$ cat src/rtl/core/ispm_pkg.sv
`timescale 1ns / 1ps
package ispm_pkg;

    localparam int ScanHistoryDef  = 8;
    localparam int SleepDelayMsDef = 100;

    localparam logic [1:0] ST_ACTIVE = 2'd0;
    localparam logic [1:0] ST_LIGHT  = 2'd1;
    localparam logic [1:0] ST_MODEM  = 2'd2;

    localparam logic [3:0] OP_TICK      = 4'd0;
    localparam logic [3:0] OP_LINK_UP   = 4'd1;
    localparam logic [3:0] OP_LINK_DOWN = 4'd2;
    localparam logic [3:0] OP_MSG_UP    = 4'd3;
    localparam logic [3:0] OP_MSG_DOWN  = 4'd4;
    localparam logic [3:0] OP_CARD      = 4'd5;
    localparam logic [3:0] OP_MESSAGE   = 4'd6;
    localparam logic [3:0] OP_NFC_READY = 4'd7;
    localparam logic [3:0] OP_AP_ON     = 4'd8;
    localparam logic [3:0] OP_AP_OFF    = 4'd9;
    localparam logic [3:0] OP_UPD_START = 4'd10;
    localparam logic [3:0] OP_UPD_DONE  = 4'd11;
    localparam logic [3:0] OP_UPD_ERROR = 4'd12;

    localparam logic [2:0] BLK_NONE    = 3'd0;
    localparam logic [2:0] BLK_AP      = 3'd2;
    localparam logic [2:0] BLK_UPDATE  = 3'd3;
    localparam logic [2:0] BLK_OFFLINE = 3'd4;

    localparam logic [2:0] REG_CONTROL    = 3'd0;
    localparam logic [2:0] REG_IDLE_TO    = 3'd1;
    localparam logic [2:0] REG_MODEM_TO   = 3'd2;
    localparam logic [2:0] REG_BURST_HOLD = 3'd3;
    localparam logic [2:0] REG_BURST_WIN  = 3'd4;
    localparam logic [2:0] REG_BURST_CNT  = 3'd5;
    localparam logic [2:0] REG_READY_HOLD = 3'd6;
    localparam logic [2:0] REG_READER_SLP = 3'd7;

    typedef enum logic [1:0] {
        t_IDLE,
        t_SCAN,
        t_EVAL,
        t_DONE
    } t_state;

    // controller -> datapath
    typedef struct packed {
        logic load;     // capture the accepted event
        logic scan;     // examine one ring entry
        logic eval;     // apply the event to state
    } t_cmd;

    // datapath -> controller
    typedef struct packed {
        logic is_card;
        logic scan_last;
    } t_status;

endpackage

$ cat src/rtl/core/ispm_if.sv
`timescale 1ns / 1ps
interface ispm_in_if;
    logic        valid;
    logic        ready;
    logic [3:0]  op;
    logic [31:0] now_ms;
    logic        offline_pending;
    modport source (output valid, op, now_ms, offline_pending, input ready);
    modport sink   (input valid, op, now_ms, offline_pending, output ready);
endinterface

interface ispm_out_if;
    logic       valid;
    logic       ready;
    logic [1:0] power_state;
    logic [1:0] previous_state;
    logic       reader_mode;
    logic       state_change_event;
    logic       sleep_request_event;
    logic [1:0] requested_state;
    logic [2:0] block_reason;
    logic       burst_active;
    modport source (output valid, power_state, previous_state, reader_mode,
        state_change_event, sleep_request_event, requested_state, block_reason,
        burst_active, input ready);
    modport sink (input valid, power_state, previous_state, reader_mode,
        state_change_event, sleep_request_event, requested_state, block_reason,
        burst_active, output ready);
endinterface

$ cat src/rtl/core/ispm_ctrl.sv
`timescale 1ns / 1ps
module ispm_ctrl
    import ispm_pkg::*;
(
    input  logic    i_clk,
    input  logic    i_rst_n,
    input  logic    i_in_valid,
    output logic    o_in_ready,
    output logic    o_out_valid,
    input  logic    i_out_ready,
    input  t_status i_status,
    output t_cmd    o_cmd
);
    t_state r_state, n_state;

    always_ff @(posedge i_clk) begin
        if (!i_rst_n) begin
            r_state <= t_IDLE;
        end else begin
            r_state <= n_state;
        end
    end

    always_comb begin
        n_state     = r_state;
        o_cmd       = '0;
        o_in_ready  = 1'b0;
        o_out_valid = 1'b0;
        case (r_state)
            t_IDLE: begin
                o_in_ready = 1'b1;
                if (i_in_valid) begin
                    o_cmd.load = 1'b1;
                    n_state = t_SCAN;
                end
            end
            t_SCAN: begin
                if (!i_status.is_card) begin
                    n_state = t_EVAL;
                end else begin
                    o_cmd.scan = 1'b1;
                    if (i_status.scan_last) n_state = t_EVAL;
                end
            end
            t_EVAL: begin
                o_cmd.eval = 1'b1;
                n_state = t_DONE;
            end
            t_DONE: begin
                o_out_valid = 1'b1;
                if (i_out_ready) begin
                    n_state = t_IDLE;
                end
            end
            default: n_state = t_IDLE;
        endcase
    end

`ifndef NO_ASSERTIONS
    a_no_eval_idle: assert property (@(posedge i_clk) disable iff (!i_rst_n)
        o_cmd.eval |=> o_out_valid) else $error("eval not followed by result");
    a_load_once: assert property (@(posedge i_clk) disable iff (!i_rst_n)
        o_cmd.load |=> !o_in_ready) else $error("accept while busy");
    a_give_idle: assert property (@(posedge i_clk) disable iff (!i_rst_n)
        (o_out_valid && i_out_ready) |=> o_in_ready) else $error("no return to idle");
`endif
endmodule

$ cat src/rtl/core/ispm_dp.sv
`timescale 1ns / 1ps
module ispm_dp
    import ispm_pkg::*;
#(
    parameter int SCAN_HISTORY   = ScanHistoryDef,
    parameter int SLEEP_DELAY_MS = SleepDelayMsDef
) (
    input  logic        i_clk,
    input  logic        i_rst_n,
    input  logic        i_cfg_we,
    input  logic [2:0]  i_cfg_index,
    input  logic [31:0] i_cfg_data,
    input  logic [3:0]  i_op,
    input  logic [31:0] i_now_ms,
    input  logic        i_offline,
    input  t_cmd        i_cmd,
    output t_status     o_status,
    output logic [1:0]  o_power_state,
    output logic [1:0]  o_previous_state,
    output logic        o_reader_mode,
    output logic        o_change,
    output logic        o_request,
    output logic [1:0]  o_requested,
    output logic [2:0]  o_block,
    output logic        o_burst
);
    localparam int PW = (SCAN_HISTORY > 1) ? $clog2(SCAN_HISTORY) : 1;
    localparam int CW = $clog2(SCAN_HISTORY + 1);
    localparam logic [PW-1:0] PLast = PW'(SCAN_HISTORY - 1);

    logic [7:0]  r_ctl;
    logic [31:0] r_idle_to, r_modem_to, r_bhold, r_bwin, r_rhold, r_rsleep;
    logic [3:0]  r_bcnt;

    logic [1:0]  r_pstate, r_prev;
    logic        r_rmode, r_burst, r_pend, r_msg, r_ap, r_upd;
    logic [1:0]  r_pend_st;
    logic [31:0] r_req_t, r_act_t, r_card_t;
    logic [31:0] r_ring [SCAN_HISTORY];
    logic [SCAN_HISTORY-1:0] r_ring_v;
    logic [PW-1:0] r_ptr, r_idx;
    logic [CW-1:0] r_count;

    logic [3:0]  r_op;
    logic [31:0] r_t;
    logic        r_off;
    logic        r_change, r_request, r_obs;
    logic [1:0]  r_requested;
    logic [2:0]  r_block;

    assign o_status.is_card   = (r_op == OP_CARD);
    assign o_status.scan_last = (r_idx == PLast);

    always_ff @(posedge i_clk) begin
        if (!i_rst_n) begin
            r_ctl <= 8'd1; r_idle_to <= 32'd30000; r_modem_to <= 32'd300000;
            r_bhold <= 32'd10000; r_bwin <= 32'd5000; r_bcnt <= 4'd3;
            r_rhold <= 32'd3000; r_rsleep <= 32'd10000;
        end else if (i_cfg_we) begin
            case (i_cfg_index)
                REG_CONTROL:    r_ctl      <= i_cfg_data[7:0];
                REG_IDLE_TO:    r_idle_to  <= i_cfg_data;
                REG_MODEM_TO:   r_modem_to <= i_cfg_data;
                REG_BURST_HOLD: r_bhold    <= i_cfg_data;
                REG_BURST_WIN:  r_bwin     <= i_cfg_data;
                REG_BURST_CNT:  r_bcnt     <= i_cfg_data[3:0];
                REG_READY_HOLD: r_rhold    <= i_cfg_data;
                REG_READER_SLP: r_rsleep   <= i_cfg_data;
                default: ;
            endcase
        end
    end

    // Ring entries: the one being written counts as the new time (scan happens first).
    logic [31:0] w_entry;
    logic        w_evalid;
    always_comb begin
        if (r_idx == r_ptr) begin
            w_entry = r_t; w_evalid = 1'b1;
        end else begin
            w_entry = r_ring[r_idx]; w_evalid = r_ring_v[r_idx];
        end
    end
    wire w_hit = w_evalid && (w_entry != 32'd0) && ((r_t - w_entry) <= r_bwin);

    // Event evaluation: sequential rendering of the step with local variables.
    logic [1:0]  v_ps, v_pend_st, v_want;
    logic        v_rm, v_burst, v_pend, v_msg, v_ap, v_upd, v_chg, v_req, v_hold;
    logic [1:0]  v_reqd;
    logic [2:0]  v_blk;
    logic [31:0] v_req_t, v_act_t, v_card_t, v_idle;
    logic [3:0]  v_thr;
    logic        v_wr, v_do_wake, v_ask;
    logic [1:0]  v_ask_s;

    function automatic logic f_rd(input logic [7:0] ctl, input logic [1:0] ps,
            input logic burst, input logic hold, input logic [31:0] since,
            input logic [31:0] lim);
        logic r;
        if (!ctl[2]) r = 1'b0;
        else if (ps == ST_MODEM) r = 1'b1;
        else if (!ctl[0]) r = 1'b0;
        else if (burst || hold) r = 1'b0;
        else if (since < lim) r = 1'b0;
        else r = 1'b1;
        return r;
    endfunction

    always_comb begin
        v_ps = r_pstate; v_rm = r_rmode; v_burst = r_burst;
        v_pend = r_pend; v_pend_st = r_pend_st; v_msg = r_msg; v_ap = r_ap;
        v_upd = r_upd; v_chg = 1'b0; v_req = 1'b0; v_reqd = ST_ACTIVE;
        v_blk = BLK_NONE; v_req_t = r_req_t; v_act_t = r_act_t; v_card_t = r_card_t;
        v_want = ST_ACTIVE; v_do_wake = 1'b0; v_ask = 1'b0; v_ask_s = ST_ACTIVE;
        v_thr = (r_bcnt == 4'd0) ? 4'd1 : r_bcnt;
        v_idle = r_t - r_act_t;
        v_hold = 1'b0; v_wr = 1'b0;
        case (r_op)
            OP_TICK: begin
                if (v_burst && ((r_t - v_card_t) >= r_bhold)) v_burst = 1'b0;
                v_hold = (v_card_t != 32'd0) && ((r_t - v_card_t) < r_rhold);
                v_wr = f_rd(r_ctl, v_ps, v_burst, v_hold, r_t - v_card_t, r_rsleep);
                if (v_wr != v_rm) begin v_rm = v_wr; v_chg = 1'b1; end
                if (v_pend) begin
                    if ((r_t - v_req_t) >= 32'(SLEEP_DELAY_MS)) begin
                        v_pend = 1'b0; v_pend_st = ST_ACTIVE;
                        if ((r_pend_st == ST_LIGHT || r_pend_st == ST_MODEM)
                                && r_pend_st != v_ps) begin
                            if (v_ap) v_blk = BLK_AP;
                            else if (v_upd) v_blk = BLK_UPDATE;
                            else if (v_msg && r_off) v_blk = BLK_OFFLINE;
                            else begin
                                v_ps = r_pend_st;
                                if (r_pend_st == ST_MODEM) v_rm = 1'b1;
                                v_chg = 1'b1;
                            end
                        end
                    end
                end else begin
                    if (!r_ctl[0]) v_want = v_ps;
                    else if (v_burst || v_hold) v_want = ST_ACTIVE;
                    else if (v_idle >= r_modem_to) v_want = ST_MODEM;
                    else if (v_idle >= r_idle_to) v_want = ST_LIGHT;
                    else v_want = ST_ACTIVE;
                    if (v_want == ST_ACTIVE) begin
                        if (v_ps != ST_ACTIVE) v_do_wake = 1'b1;
                    end else if (v_want == ST_LIGHT && v_ps == ST_ACTIVE) begin
                        v_ask = 1'b1; v_ask_s = ST_LIGHT;
                    end else if (v_want == ST_MODEM && v_ps != ST_MODEM) begin
                        v_ask = 1'b1; v_ask_s = ST_MODEM;
                    end
                end
            end
            OP_LINK_UP: if (r_ctl[3]) v_act_t = r_t;
            OP_LINK_DOWN: ;
            OP_MSG_UP: begin v_msg = 1'b1; if (r_ctl[4]) v_act_t = r_t; end
            OP_MSG_DOWN: begin
                v_msg = 1'b0;
                v_hold = (v_card_t != 32'd0) && ((r_t - v_card_t) < r_rhold);
                if (r_ctl[1] && v_ps != ST_MODEM && !(v_burst || v_hold)) begin
                    v_ask = 1'b1; v_ask_s = ST_MODEM;
                end
            end
            OP_CARD: begin
                v_card_t = r_t;
                if (!v_burst && ({{(8-CW){1'b0}}, r_count} >= {4'd0, v_thr}))
                    v_burst = 1'b1;
                v_act_t = r_t;
                v_do_wake = 1'b1;
            end
            OP_MESSAGE:   if (r_ctl[6]) v_act_t = r_t;
            OP_NFC_READY: if (r_ctl[7]) v_act_t = r_t;
            OP_AP_ON:     begin v_ap = 1'b1; v_act_t = r_t; v_do_wake = 1'b1; end
            OP_AP_OFF:    begin v_ap = 1'b0; v_act_t = r_t; end
            OP_UPD_START: begin v_upd = 1'b1; v_act_t = r_t; v_do_wake = 1'b1; end
            OP_UPD_DONE, OP_UPD_ERROR: begin v_upd = 1'b0; v_act_t = r_t; end
            default: ;
        endcase
        if (v_ask && !(v_ps == v_ask_s && !v_pend)) begin
            v_req = 1'b1; v_reqd = v_ask_s; v_pend = 1'b1;
            v_pend_st = v_ask_s; v_req_t = r_t;
        end
        if (v_do_wake) begin
            v_pend = 1'b0; v_pend_st = ST_ACTIVE; v_act_t = r_t;
            v_hold = (v_card_t != 32'd0) && ((r_t - v_card_t) < r_rhold);
            v_wr = f_rd(r_ctl, ST_ACTIVE, v_burst, v_hold, r_t - v_card_t, r_rsleep);
            if (v_ps != ST_ACTIVE) begin
                v_ps = ST_ACTIVE; v_rm = v_wr; v_chg = 1'b1;
            end else if (v_wr != v_rm) begin
                v_rm = v_wr; v_chg = 1'b1;
            end
        end
    end

    always_ff @(posedge i_clk) begin
        if (!i_rst_n) begin
            r_pstate <= ST_ACTIVE; r_rmode <= 1'b0; r_burst <= 1'b0; r_pend <= 1'b0;
            r_pend_st <= ST_ACTIVE; r_req_t <= '0; r_act_t <= '0; r_card_t <= '0;
            r_ring_v <= '0; r_ptr <= '0; r_msg <= 1'b0; r_ap <= 1'b0; r_upd <= 1'b0;
            r_idx <= '0; r_count <= '0;
        end else begin
            if (i_cmd.load) begin
                r_idx <= '0; r_count <= '0;
            end
            if (i_cmd.scan) begin
                r_idx <= r_idx + PW'(1);
                if (w_hit) r_count <= r_count + CW'(1);
            end
            if (i_cmd.eval) begin
                r_pstate <= v_ps; r_rmode <= v_rm; r_burst <= v_burst; r_pend <= v_pend;
                r_pend_st <= v_pend_st; r_req_t <= v_req_t; r_act_t <= v_act_t;
                r_card_t <= v_card_t; r_msg <= v_msg; r_ap <= v_ap; r_upd <= v_upd;
                if (r_op == OP_CARD) begin
                    r_ring_v[r_ptr] <= 1'b1;
                    r_ptr <= (r_ptr == PLast) ? '0 : r_ptr + PW'(1);
                end
            end
        end
    end

    always_ff @(posedge i_clk) begin
        if (i_cmd.eval && r_op == OP_CARD) r_ring[r_ptr] <= r_t;
    end

    always_ff @(posedge i_clk) begin
        if (i_cmd.load) begin
            r_op <= i_op; r_t <= i_now_ms; r_off <= i_offline; r_prev <= r_pstate;
        end
        if (i_cmd.eval) begin
            r_change <= v_chg; r_request <= v_req; r_requested <= v_reqd;
            r_block <= v_blk; r_obs <= v_burst;
        end
    end

    assign o_power_state    = r_pstate;
    assign o_previous_state = r_prev;
    assign o_reader_mode    = r_rmode;
    assign o_change         = r_change;
    assign o_request        = r_request;
    assign o_requested      = r_requested;
    assign o_block          = r_block;
    assign o_burst          = r_obs;

`ifndef NO_ASSERTIONS
    a_ptr_range: assert property (@(posedge i_clk) disable iff (!i_rst_n)
        r_ptr <= PLast) else $error("ring pointer out of range");
    a_pend_state: assert property (@(posedge i_clk) disable iff (!i_rst_n)
        r_pend |-> (r_pend_st == ST_LIGHT || r_pend_st == ST_MODEM))
        else $error("pending without sleep state");
    a_modem_reader: assert property (@(posedge i_clk) disable iff (!i_rst_n)
        i_cmd.eval && v_ps == ST_MODEM && r_pstate != ST_MODEM |=> r_rmode)
        else $error("modem entry without reader power-down");
`endif
endmodule

$ cat src/rtl/core/idle_sleep_power_manager.sv
`timescale 1ns / 1ps
// Idle / sleep power manager.
// Channels: i_evt (sink) carries one timestamped event per transaction: op, now_ms and
// offline_pending. o_res (source) returns exactly one result transaction per event:
// power state before and after, reader chip mode, change and sleep-request flags,
// requested state, block reason and burst flag.
// Configuration: i_cfg_we / i_cfg_index / i_cfg_data write one of the eight registers
// per cycle; write only while no event is in flight.
// Sequencing: after accept, a card scan walks the ring entry by entry through the
// single compare unit to count recent scans, then evaluates; all other events pass
// the scan state without walking the ring and go straight to evaluate.
// A new event is accepted the cycle after the result transaction completes, so the
// block never takes a new event before the last one's result has been taken.
// Reset (synchronous, active low): registers take their default values, power state
// active, no pending sleep, scan ring treated as empty through per-entry valid bits.
// When the receiver stalls, the result holds stable and no new event is accepted.
module idle_sleep_power_manager
    import ispm_pkg::*;
#(
    parameter int SCAN_HISTORY   = ScanHistoryDef,
    parameter int SLEEP_DELAY_MS = SleepDelayMsDef
) (
    input  logic        i_clk,
    input  logic        i_rst_n,
    input  logic        i_cfg_we,
    input  logic [2:0]  i_cfg_index,
    input  logic [31:0] i_cfg_data,
    ispm_in_if.sink     i_evt,
    ispm_out_if.source  o_res
);
    t_cmd    w_cmd;
    t_status w_status;

    // Sequence load, ring walk, evaluate and result hold.
    ispm_ctrl u_ctrl (
        .i_clk       (i_clk),
        .i_rst_n     (i_rst_n),
        .i_in_valid  (i_evt.valid),
        .o_in_ready  (i_evt.ready),
        .o_out_valid (o_res.valid),
        .i_out_ready (o_res.ready),
        .i_status    (w_status),
        .o_cmd       (w_cmd)
    );

    // Hold all power-manager state and the scan ring.
    ispm_dp #(
        .SCAN_HISTORY   (SCAN_HISTORY),
        .SLEEP_DELAY_MS (SLEEP_DELAY_MS)
    ) u_dp (
        .i_clk            (i_clk),
        .i_rst_n          (i_rst_n),
        .i_cfg_we         (i_cfg_we),
        .i_cfg_index      (i_cfg_index),
        .i_cfg_data       (i_cfg_data),
        .i_op             (i_evt.op),
        .i_now_ms         (i_evt.now_ms),
        .i_offline        (i_evt.offline_pending),
        .i_cmd            (w_cmd),
        .o_status         (w_status),
        .o_power_state    (o_res.power_state),
        .o_previous_state (o_res.previous_state),
        .o_reader_mode    (o_res.reader_mode),
        .o_change         (o_res.state_change_event),
        .o_request        (o_res.sleep_request_event),
        .o_requested      (o_res.requested_state),
        .o_block          (o_res.block_reason),
        .o_burst          (o_res.burst_active)
    );
endmodule

$ cat src/flat_wrapper.sv
// flat-port wrapper written by rule: the top's interface ports become plain ports
module idle_sleep_power_manager_flat import ispm_pkg::*;
#(
    parameter int SCAN_HISTORY   = ScanHistoryDef,
    parameter int SLEEP_DELAY_MS = SleepDelayMsDef
)
  (i_clk, i_rst_n, i_cfg_we, i_cfg_index, i_cfg_data, i_evt_valid, i_evt_op, i_evt_now_ms, i_evt_offline_pending, i_evt_ready, o_res_valid, o_res_power_state, o_res_previous_state, o_res_reader_mode, o_res_state_change_event, o_res_sleep_request_event, o_res_requested_state, o_res_block_reason, o_res_burst_active, o_res_ready);
  ispm_in_if i_evt_i ();
  ispm_out_if o_res_i ();
  input  logic i_clk;
  input  logic i_rst_n;
  input  logic i_cfg_we;
  input  logic [2:0] i_cfg_index;
  input  logic [31:0] i_cfg_data;
  input wire logic [$bits(i_evt_i.valid)-1:0] i_evt_valid;
  input wire logic [$bits(i_evt_i.op)-1:0] i_evt_op;
  input wire logic [$bits(i_evt_i.now_ms)-1:0] i_evt_now_ms;
  input wire logic [$bits(i_evt_i.offline_pending)-1:0] i_evt_offline_pending;
  output wire logic [$bits(i_evt_i.ready)-1:0] i_evt_ready;
  output wire logic [$bits(o_res_i.valid)-1:0] o_res_valid;
  output wire logic [$bits(o_res_i.power_state)-1:0] o_res_power_state;
  output wire logic [$bits(o_res_i.previous_state)-1:0] o_res_previous_state;
  output wire logic [$bits(o_res_i.reader_mode)-1:0] o_res_reader_mode;
  output wire logic [$bits(o_res_i.state_change_event)-1:0] o_res_state_change_event;
  output wire logic [$bits(o_res_i.sleep_request_event)-1:0] o_res_sleep_request_event;
  output wire logic [$bits(o_res_i.requested_state)-1:0] o_res_requested_state;
  output wire logic [$bits(o_res_i.block_reason)-1:0] o_res_block_reason;
  output wire logic [$bits(o_res_i.burst_active)-1:0] o_res_burst_active;
  input wire logic [$bits(o_res_i.ready)-1:0] o_res_ready;
  assign i_evt_i.valid = i_evt_valid;
  assign i_evt_i.op = i_evt_op;
  assign i_evt_i.now_ms = i_evt_now_ms;
  assign i_evt_i.offline_pending = i_evt_offline_pending;
  assign i_evt_ready = i_evt_i.ready;
  assign o_res_valid = o_res_i.valid;
  assign o_res_power_state = o_res_i.power_state;
  assign o_res_previous_state = o_res_i.previous_state;
  assign o_res_reader_mode = o_res_i.reader_mode;
  assign o_res_state_change_event = o_res_i.state_change_event;
  assign o_res_sleep_request_event = o_res_i.sleep_request_event;
  assign o_res_requested_state = o_res_i.requested_state;
  assign o_res_block_reason = o_res_i.block_reason;
  assign o_res_burst_active = o_res_i.burst_active;
  assign o_res_i.ready = o_res_ready;
  idle_sleep_power_manager #(.SCAN_HISTORY(SCAN_HISTORY), .SLEEP_DELAY_MS(SLEEP_DELAY_MS)) u_core (.i_clk(i_clk), .i_rst_n(i_rst_n), .i_cfg_we(i_cfg_we), .i_cfg_index(i_cfg_index), .i_cfg_data(i_cfg_data), .i_evt(i_evt_i), .o_res(o_res_i));
endmodule
$ cat config.mk
export PLATFORM = sky130hd
export DESIGN_NAME = idle_sleep_power_manager_flat
export DESIGN_NICKNAME = d
export VERILOG_FILES = /design/src/rtl/core/ispm_pkg.sv /design/src/rtl/core/ispm_if.sv /design/src/rtl/core/ispm_ctrl.sv /design/src/rtl/core/ispm_dp.sv /design/src/rtl/core/idle_sleep_power_manager.sv /design/src/flat_wrapper.sv
export SDC_FILE = /design/constraint.sdc
export NUM_CORES = 2
export LEC_CHECK = 0
export BUFFER_PORTS_ARGS = -buffer_cell sky130_fd_sc_hd__buf_4
export CORE_ASPECT_RATIO = 1.5
export CORE_MARGIN = 4
export CORE_UTILIZATION = 50
export DETAILED_ROUTE_END_ITERATION = 8
export PLACE_DENSITY = 0.66
export SETUP_SLACK_MARGIN = 0.1
export SYNTH_ARGS = -nofsm -noshare
export SYNTH_HDL_FRONTEND = slang
export SYNTH_HIERARCHICAL = 1
export SYNTH_SLANG_ARGS = --single-unit
$ cat constraint.sdc
create_clock -name i_clk -period 7.7 [get_ports i_clk]
set_input_delay 0.77 -clock i_clk [delete_from_list [all_inputs] [get_ports i_clk]]
set_output_delay 0.77 -clock i_clk [all_outputs]
set_load 0.01 [all_outputs]
==> impl_metrics.toml <==
[status]
outcome = "completed"

[synth]
ys_types = 92
synthSimpleGateAreaFrac = 0.142
synth_adder_area_share = 0.139
synth_area_sq_um = 38800
yosysWarnings = 6
ys_seq_area_frac = 0.406
syn_area_per_cell_sq_um = 9.60
synthTopCellsByArea = "edfxtp_1 23%, dfxtp_1 17%, ha_1 14%"
synth-seq-cells = 635
synth_cells = 4044
syn_nets = 4549
synth_top_family_by_area = "compound AO/OA/AOI/OAI gates"
synth_xor_area_frac = 0.0309
synth_top_area_share = 0.234
synth_mux_area_frac = 0.0616
synth_edf_count = 303
synth-compound-area-share = 0.171
yosys.area.top_type = "edfxtp_1"
synthFlopType = "dfxtp_1"
synthArstFlopShare = 0

[global_routing]
grt_usage = 0.276
grt_pass1_vias = 29469
grt_overflow = 0
grt_pass1_wl_um = 177000
antenna_found_initial = 0
grt_max_degree = 242

[die]
core_area_sq_um = 76600
ios = 92
die_area_sq_um = 82300
die_h_um = 349
start_util = 0.507
die_x_um = 236
rows = 124

[min_path]
min_to = "u_core/u_dp/r_t[21]$_DFFE_PP_"
min_path_type = "primary input to flop"
worstHoldStart = "i_evt_now_ms[21]"
hold_depth = 1

[final_layout]
final_layout_size_suffix_gt1_frac = 0.0945
areaGrowthSynthToFinish_pct = 10.5
layout.cells.most_common_list = "582 x nand2_1, 423 x ha_1, 340 x inv_1, 329 x dfxtp_1, 303 x edfxtp_1"
finish.utilization = 0.560
nNetsFinal = 4624
layout_commonest_cell = "nand2_1"
fillCellCount = 6913
diodes = 0
instances_no_fill = 5178

[worst_setup_path]
rrSetupSlack_ns = 0.54
cp-start-kind = "flop"
r2r-end = "u_core/u_dp/o_change$_DFFE_PP_"
critPathRequiredTime_ns = 8.10
worstRegToRegCells = 27
cp.arrival_ns = 7.56
crit_slowest_cell = "a2111oi_0"
crit_type = "flop to flop"
crit_top_cell = "a21oi_1"
end_kind = "flop"
critPathMaxStageDelay_ns = 0.67
worst-path-max-fanout = 21
r2r-start = "u_core/u_dp/r_op[3]$_DFFE_PP_"

[clock_network]
insertion_delay_ns = 0.67
cts_num_sinks = 635
h-tree-depth = 2
ctsResizeCount = 0
clockBufferDepth = 3
hold_buffers = 0
path_clk_slew_ns = 0.07
numCtsBuffers = 61
cts_tree = "yes"
cts-root-buf = "clkbuf_16"
cts_setup_buffers = 0

[timing]
drv_slew = 0
max_freq_mhz = 140
fin_skew_ns = 0.0407
fin_crit_sh = 0.930
setup-tns-final_ns = 0
period_needed_ns = 7.16
tightestPinTransition_ns = 1.26
hold_viol_final = 0
rsz0062_at_grt = "false"
slew_headroom = 0.157
finalSetupViolations = 0

[power]
vdd_drop_max_v = 0.000197
power.density_nw_per_um2 = 289
totalPowerFinal_mw = 12.4
leakagePower_nw = 15.7

[routing]
wl_per_cell_um = 22.6
vias = 30333
drc = 0
post_drt_via_cell_ratio = 5.86
first_pass_iters = 5
wirelength_um = 117000
ant_nets = 0
drt_iter0_drc = 2382

[placement]
io_buffers = 91
routabilityCongestion = 0.942
dp_cells = 5064
dp_hpwl_um = 86000

[job]
cap_violations = 0
==> power by group <==
part | internal, mW | total, mW | leakage (nW) | switching, mW
logic | 2.16 | 5.36 | 9.29 | 3.21
registers | 3.75 | 3.93 | 5.43 | 0.181
clock network | 1.75 | 3.13 | 1.01 | 1.38
==> area by class of cell <==
cell class / count / area (sq um) / area share
clock inverter: 38 / 407 / 0.00948
multi-input combinational: 2908 / 21200 / 0.495
inverter: 341 / 1280 / 0.0298
sequential: 635 / 15800 / 0.367
timing repair buffer: 172 / 1340 / 0.0312
clock buffer: 76 / 1640 / 0.0383
tap: 1008 / 1260 / 0.0294
==> metal layers <==
layer  vias up  routed length, um  track usage
met4         0               5360        0.105
li1      14659                  -            -
met1     14631              48300        0.349
met5         -                  0            0
met2       848              57600        0.490
met3       195               5780       0.0292
==> critical path: cells and delay by family (launching register included) <==
| family | cells | cell delay [ns] |
|---|---|---|
| adders and majority gates | 2 | 0.66 |
| xor gates and xnor gates | 2 | 0.23 |
| AOI/OAI and AO/OA | 11 | 2.80 |
| buffers and inverters | 3 | 0.99 |
| and+or+nand+nor | 9 | 1.84 |
| DFF | 1 | 0.37 |
==> cells by family after synthesis <==
kind of cell / Yosys count
AO/OA/AOI/OAI: 992
XOR/XNOR: 137
adder cells (fa/ha/maj): 428
buffers and inverters: 501
flip-flops: 635
multiplexers: 156
AND/OR/NAND/NOR: 1195
==> synthesized netlist by cell type (all sizes together) (42+ instances only) <==
cell / n
nand2: 582
a21boi: 205
xnor2: 106
clkbuf: 130
nand2b: 42
mux4: 66
edfxtp: 303
ha: 423
nand3: 79
nor3: 54
o21ai: 171
mux2i: 87
a21oi: 236
o211ai: 58
nor2: 181
nor2b: 78
dfxtp: 332
o21a: 55
nand4: 73
inv: 340
a21o: 98
==> sequential cells by signal, indices dropped and copies added, names as in the netlist, 3 cells and up, named ones only <==
register,flops
u_core/u_dp/o_block,3
u_core/u_dp/r_act_t,32
u_core/u_dp/r_bcnt,4
u_core/u_dp/r_bhold,32
u_core/u_dp/r_bwin,32
u_core/u_dp/r_card_t,32
u_core/u_dp/r_count,4
u_core/u_dp/r_ctl,7
u_core/u_dp/r_idle_to,32
u_core/u_dp/r_idx,3
u_core/u_dp/r_modem_to,32
u_core/u_dp/r_op,4
u_core/u_dp/r_ptr,3
u_core/u_dp/r_req_t,32
u_core/u_dp/r_rhold,32
u_core/u_dp/r_ring,256
u_core/u_dp/r_ring_v,8
u_core/u_dp/r_rsleep,32
u_core/u_dp/r_t,32
==> how the worst max path moves through the flow <==
stage | from | to | cells past startpoint
finish | u_core/u_dp/r_op[3]$_DFFE_PP_ | u_core/u_dp/o_change$_DFFE_PP_ | 27
global route | flop | u_core/u_dp/r_count[2]$_SDFF_PN0_ | 28
CTS | flop | u_core/u_dp/r_count[2]$_SDFF_PN0_ | 28
detailed placement | flop | u_core/u_dp/r_count[2]$_SDFF_PN0_ | 28
global placement | flop | u_core/u_dp/r_count[2]$_SDFF_PN0_ | 28
floorplan | u_core/u_dp/r_t[8]$_DFFE_PP_ | u_core/u_dp/o_change$_DFFE_PP_ | 28
==> metrics by stage <==
stage	setup slack, ns	instance area, sq um	hold slack, ns
final	0.541	42900	0.281
after global routing	0.145	42900	0.251
after CTS	0.493	42900	0.240
after detailed placement	0.502	40800	0.449
after global placement	0.607	40800	0.442
after floorplan	1.35	38800	0.435
Power figures use the tool's default switching activity.
